<file path="src/rtl/tvp_pkg.sv">
// Shared types and constants of the trapezoid velocity profile block.
// No dependencies; used by every module in rtl/.
package tvp_pkg;

    localparam int unsigned Q_SHIFT   = 16;
    localparam int unsigned WORD_W    = 32;
    localparam int unsigned DIV_W     = 64;
    localparam int unsigned DIV_LAT   = DIV_W;
    localparam int unsigned SQRT_LAT  = DIV_W / 2;
    localparam int unsigned CFG_IDX_W = 8;

    localparam logic [CFG_IDX_W-1:0] REG_PEAK_SPEED = CFG_IDX_W'(0);
    localparam logic [CFG_IDX_W-1:0] REG_ACCEL_RATE = CFG_IDX_W'(1);

    localparam logic [WORD_W-1:0] PEAK_SPEED_RESET = 32'h0001_0000;
    localparam logic [WORD_W-1:0] ACCEL_RATE_RESET = 32'h0001_0000;

    typedef struct packed {
        logic [31:0] elapsed_time;
        logic [31:0] move_distance;
    } tvp_in_t;

    typedef struct packed {
        logic signed [31:0] speed_command;
        logic [31:0]        profile_end_time;
        logic               finished;
    } tvp_out_t;

endpackage

</file>
<file path="src/rtl/tvp_isqrt.sv">
// Pipelined integer square root, one root bit per stage (64-bit radicand).
// Depends on tvp_pkg.
module tvp_isqrt
    import tvp_pkg::*;
(
    input  logic              aclk,
    input  logic              en,
    input  logic [DIV_W-1:0]  radicand,
    output logic [WORD_W-1:0] root
);

    localparam int unsigned REM_W = WORD_W + 2;

    logic [REM_W-1:0]  rem_reg  [SQRT_LAT];
    logic [WORD_W-1:0] root_reg [SQRT_LAT];
    logic [DIV_W-1:0]  n_reg    [SQRT_LAT];

    genvar k;
    generate
        for (k = 0; k < SQRT_LAT; k++) begin : g_stage
            logic [REM_W-1:0]  rem_in;
            logic [WORD_W-1:0] root_in;
            logic [DIV_W-1:0]  n_in;
            logic [REM_W+1:0]  rs;
            logic [REM_W+1:0]  trial;
            logic [REM_W+1:0]  diff;
            logic              ge;
            logic [REM_W-1:0]  rem_next;
            logic [WORD_W-1:0] root_next;
            logic [DIV_W-1:0]  n_next;

            if (k == 0) begin : g_first
                assign rem_in  = '0;
                assign root_in = '0;
                assign n_in    = radicand;
            end else begin : g_rest
                assign rem_in  = rem_reg[k-1];
                assign root_in = root_reg[k-1];
                assign n_in    = n_reg[k-1];
            end

            // Bring down two radicand bits and test the trial divisor 4r+1
            assign rs        = {rem_in, n_in[DIV_W-1:DIV_W-2]};
            assign trial     = {2'b00, root_in, 2'b01};
            assign ge        = (rs >= trial);
            assign diff      = rs - trial;
            assign rem_next  = ge ? diff[REM_W-1:0] : rs[REM_W-1:0];
            assign root_next = {root_in[WORD_W-2:0], ge};
            assign n_next    = {n_in[DIV_W-3:0], 2'b00};

            always_ff @(posedge aclk) begin
                if (en) begin
                    rem_reg[k]  <= rem_next;
                    root_reg[k] <= root_next;
                    n_reg[k]    <= n_next;
                end
            end
        end
    endgenerate

    assign root = root_reg[SQRT_LAT-1];

endmodule

</file>
<file path="config.mk">
export PLATFORM = sky130hd
export DESIGN_NAME = tvp_isqrt
export DESIGN_NICKNAME = d
export VERILOG_FILES = /design/src/rtl/tvp_pkg.sv /design/src/rtl/tvp_isqrt.sv
export SDC_FILE = /design/constraint.sdc
export NUM_CORES = 2
export LEC_CHECK = 0
export BUFFER_PORTS_ARGS = -buffer_cell sky130_fd_sc_hd__buf_2
export CORE_ASPECT_RATIO = 1.5
export CORE_MARGIN = 2
export CORE_UTILIZATION = 65
export DETAILED_ROUTE_END_ITERATION = 12
export GPL_TIMING_DRIVEN = 0
export PLACE_DENSITY = 0.92
export SLEW_MARGIN = 10
export SYNTH_ARGS = -nofsm -noshare
export SYNTH_HDL_FRONTEND = slang
export SYNTH_MEMORY_MAX_BITS = 65536
export SYNTH_SLANG_ARGS = --single-unit
export TNS_END_PERCENT = 1
</file>
<file path="constraint.sdc">
create_clock -name aclk -period 6.9 [get_ports aclk]
set_input_delay 0.345 -clock aclk [delete_from_list [all_inputs] [get_ports aclk]]
set_output_delay 0.345 -clock aclk [all_outputs]
set_load 0.005 [all_outputs]
</file>
After elaboration in Yosys (flattened, before gate mapping)
Memories as Yosys holds them, arrays and structs flattened.
Index checks and enable logic that the tools add are counted.
{"block": "totals", "ff_bits": 0, "mem_bits_rw": 4096, "in_bits": 66, "output_inout_bits": 32, "word_cells": 101, "memories": 3}
{"block": "op_classes", "n_addsub": 32, "order_cmp": 32, "muxes": 34}
{"memory": "n_reg", "words": 32, "width": 62, "rd": 31, "rd_ports_with_merged_regs": 0, "wr": 32, "line": "tvp_isqrt.sv:16", "rtl": "logic [DIV_W-1:0] n_reg [SQRT_LAT];"}
{"memory": "rem_reg", "words": 32, "width": 34, "rd": 31, "rd_ports_with_merged_regs": 0, "wr": 32, "line": "tvp_isqrt.sv:14", "rtl": "logic [REM_W-1:0] rem_reg [SQRT_LAT];"}
{"memory": "root_reg", "words": 32, "width": 32, "rd": 32, "rd_ports_with_merged_regs": 0, "wr": 32, "line": "tvp_isqrt.sv:15", "rtl": "logic [WORD_W-1:0] root_reg [SQRT_LAT];"}
{"cell": "$ge 36x34->1", "n": 31}
{"cell": "$mux 34", "n": 32}
{"cell": "$sub 34x34->34", "n": 31}
{"cell": "$sub 2x1->3 const B", "n": 1}
{"cell": "$ge 2x1->1 const B", "n": 1}
{"cell": "$mux 1", "n": 2}

Longest topological paths before layout
An unclocked memory read counts as a cell.
{"block": "logic_depth", "depth_word": 3, "mapped_depth": 14, "mapped_depth_nobuf": 12}

Worst setup path before layout
No wires, ideal clock.
{"block": "synth_timing", "path_kind": "register to register", "startpoint": "memory rem_reg[28][0] (netlist name)", "endpoint": "memory rem_reg[29][25] (netlist name) (data pin)", "setup_ns": 0.269, "arrival_time_ns": 3.101, "t_required_ns": 6.631, "path_slack_ns": 3.530, "path_stages_with_launch": 12, "n_path_buf": 2, "synth_period_minus_slack_ns": 3.370, "path_cell_list": "edfxtp_1 -> ha_1 -> nor2b_1 -> o2111ai_1 -> o2111a_1 -> o41ai_1 -> a2111oi_0 -> o31ai_1 -> a21oi_1 -> buf_2 -> clkbuf_1 -> o21ai_0"}
{"item": "start, declared", "line": "tvp_isqrt.sv:14"}

==> flow_summary.yaml <==
status:
  status: "finished, final reports clean"
global_routing:
  grt_pass1_wl_um: 433100
  grt_pass1_vias: 78410
  grt_max_degree: 175
  antenna_found_initial: 8
  grtUsageTotal_pct: 30.89
  overflow: 0
worst_setup_path:
  critPathMaxFanout: 10
  critPathCaptureType: "flop"
  start_kind: "flop"
  crit_type: "flop to flop"
  required_ns: 7.47
  cp.arrival_ns: 6.41
worst_hold_path:
  hold_class: "input pin to flop"
die:
  coreArea_um2: 180400
  start_util_pct: 65.33
  die_y_um: 525.6
  dieArea_um2: 184900
  die_x_um: 351.7
  rows: 191
  ioPinCount: 98
clock_network:
  numCtsBuffers: 225
  clkSlewWorstSetupHoldPaths_ns: 0.06
  h-tree-depth: 4
  post_cts_resized: 0
  cts-root-buf: "clkbuf_16"
  numClockSinks: 2523
  insertion_delay_ns: 0.92
  postCtsHoldBufs: 66
  post_cts_buffers: 0
  clockBufferDepth: 4
  cts_tree: "yes"
drt:
  via_per_inst: 6.233
  drc: 0
  drt_wl_total_um: 286900
  dr.pass1.iters: 6
  antenna_left: 0
  vias: 75800
  drt_iter0_drc: 6384
  wl_per_cell_um: 23.60
final_layout:
  final_cell_mix: "edfxtp_1 (2523), inv_1 (729), nand2_1 (672)"
  final_common_cell: "edfxtp_1"
  fill_cells: 11220
  largest_reg_flops: 1003
  nets: 10190
  layout-drive-gt1-share_pct: 6.201
  area_delta_synth_final_pct: 10.23
sta:
  max_freq_mhz: 171.3
  final.period_utilization_pct: 84.58
  fin_ws_ns: 1.064
  fin_setup_tns_ns: 0
  finalCriticalPeriod_ns: 5.836
  finalMaxSlewViolations: 0
  tightest_slew_ns: 1.365
  skew_ns: 0.08440
  rsz0062_at_grt: "false"
  hold_violations: 0
  finalSetupViolCount: 0
  relSlewSlack_pct: 8.246
synthesis:
  synthesis.area_um2: 117900
  yosys-top-cells-area: "edfxtp_1 (64%), ha_1 (6.0%), xnor2_1 (3.2%)"
  synth_nets: 9777
  synth_ff_type: "edfxtp_1"
  syn-instance-count: 9149
  synth_area_leader_cell: "edfxtp_1"
  ys_types: 102
  synth_top_area_share_pct: 64.27
  ys_ff_latch: 2523
  yosys_warnings: 0
  ys_async_sr_fraction_pct: 0
  synth_edf_count: 2523
  synth.avg_cell_area_um2: 12.88
  yosysSeqAreaShare_pct: 64.27
placed_design:
  placement.io_buffers: 97
  preCtsSetupSlack_ns: 1.191
  post-dp-hpwl_um: 202300
  place_congestion: 1.063
pwr:
  power_w: 0.04262
  powerDensity_nw_per_um2: 328.0
  p_leak_nw: 49.57
  vdd.ir_drop.worst_mv: 0.2890
flow_run:
  max-cap-violations: 0
[synth_stat cells, drive strengths merged, types with 152 or more instances]
library cell  count
a21o            243
a21oi           546
clkbuf          153
edfxtp         2523
ha              562
inv             731
nand2           672
nand3           152
nor2            514
nor3            208
o21ai           501
xnor2           435
xor2            401
[metal layers]
metal  wire length [um]  part of all wire [%]  track usage [%]
met1              84530                    29            27.09
met2             158900                    55            59.37
met3              13540                   4.7            4.105
met4              29950                    10            27.55
met5                 46                 0.016                0
[worst paths after layout]
check / from / to / slack [ns] / depth (start not counted)
worst max-delay path: rem_reg[26][0]$_DFFE_PP_ / rem_reg[27][29]$_DFFE_PP_ / 1.06 / 11
worst min-delay path: radicand[40] / n_reg[0][40]$_DFFE_PP_ / 0.16 / 2
worst max register to register: rem_reg[26][0]$_DFFE_PP_ / rem_reg[27][29]$_DFFE_PP_ / 1.06 / 11
worst min register to register: n_reg[24][59]$_DFFE_PP_ / n_reg[25][61]$_DFFE_PP_ / 0.38 / 0
[power breakdown]
group | internal (W) | switching [W] | leakage, nW
Clock | 0.00719 | 0.00555 | 3.57
Combinational | 0.00359 | 0.00563 | 21.7
Sequential | 0.0194 | 0.00128 | 24.3
[area by class of cell]
class / count / area [um^2] / share of cell area (%)
clock inverters: 140 / 1481 / 1.140
clock buffers: 270 / 5884 / 4.529
multi-input cells: 5719 / 38740 / 29.81
flip-flops and latches: 2523 / 75760 / 58.31
diodes: 8 / 20.02 / 0.01541
well taps: 2412 / 3018 / 2.323
plain buffers: 174 / 666.9 / 0.5132
inverters: 733 / 2751 / 2.117
repair buffers: 181 / 1617 / 1.244
[critical path, cell delays in order, from the launching register on]
cell and delay, ns:
edfxtp_1 0.41, ha_1 0.39, nor2b_1 0.18, o31a_1 0.31
o311ai_1 0.49, nand2_1 0.18, a21oi_1 0.62, o31ai_1 0.51
a41oi_2 0.97, clkinv_1 0.87, and4b_1 0.46, xor2_1 0.14
[per-stage QoR]
| step | instance area, um^2 | instances | utilization, % | hold WS [ns] |
|---|---|---|---|---|
| global route | 129900 | 12160 | 72.01 | 0.1195 |
| CTS | 129900 | 12150 | 71.99 | 0.08140 |
| global placement | 121400 | 11660 | 67.28 | 0.4002 |
| floorplan | 117900 | 9149 | - | 0.4003 |
| detailed placement | 121900 | 11680 | 67.54 | 0.4045 |
| finish | 129900 | 12160 | 72.02 | 0.1607 |
[cell families (layout without fill, tap and decap cells)]
logic type	after synthesis	count (layout)	share of synthesized area, %
simple gates	2368	2368	10.01
xor+xnor	836	836	6.211
flops	2523	2523	64.27
other cells	1	9	0.003181
fa+ha+maj	562	562	5.965
mux	67	67	0.6283
compound gates	1885	1885	10.01
buf+inv	907	1498	2.900
Note: power is estimated with default switching activity, not from simulation.
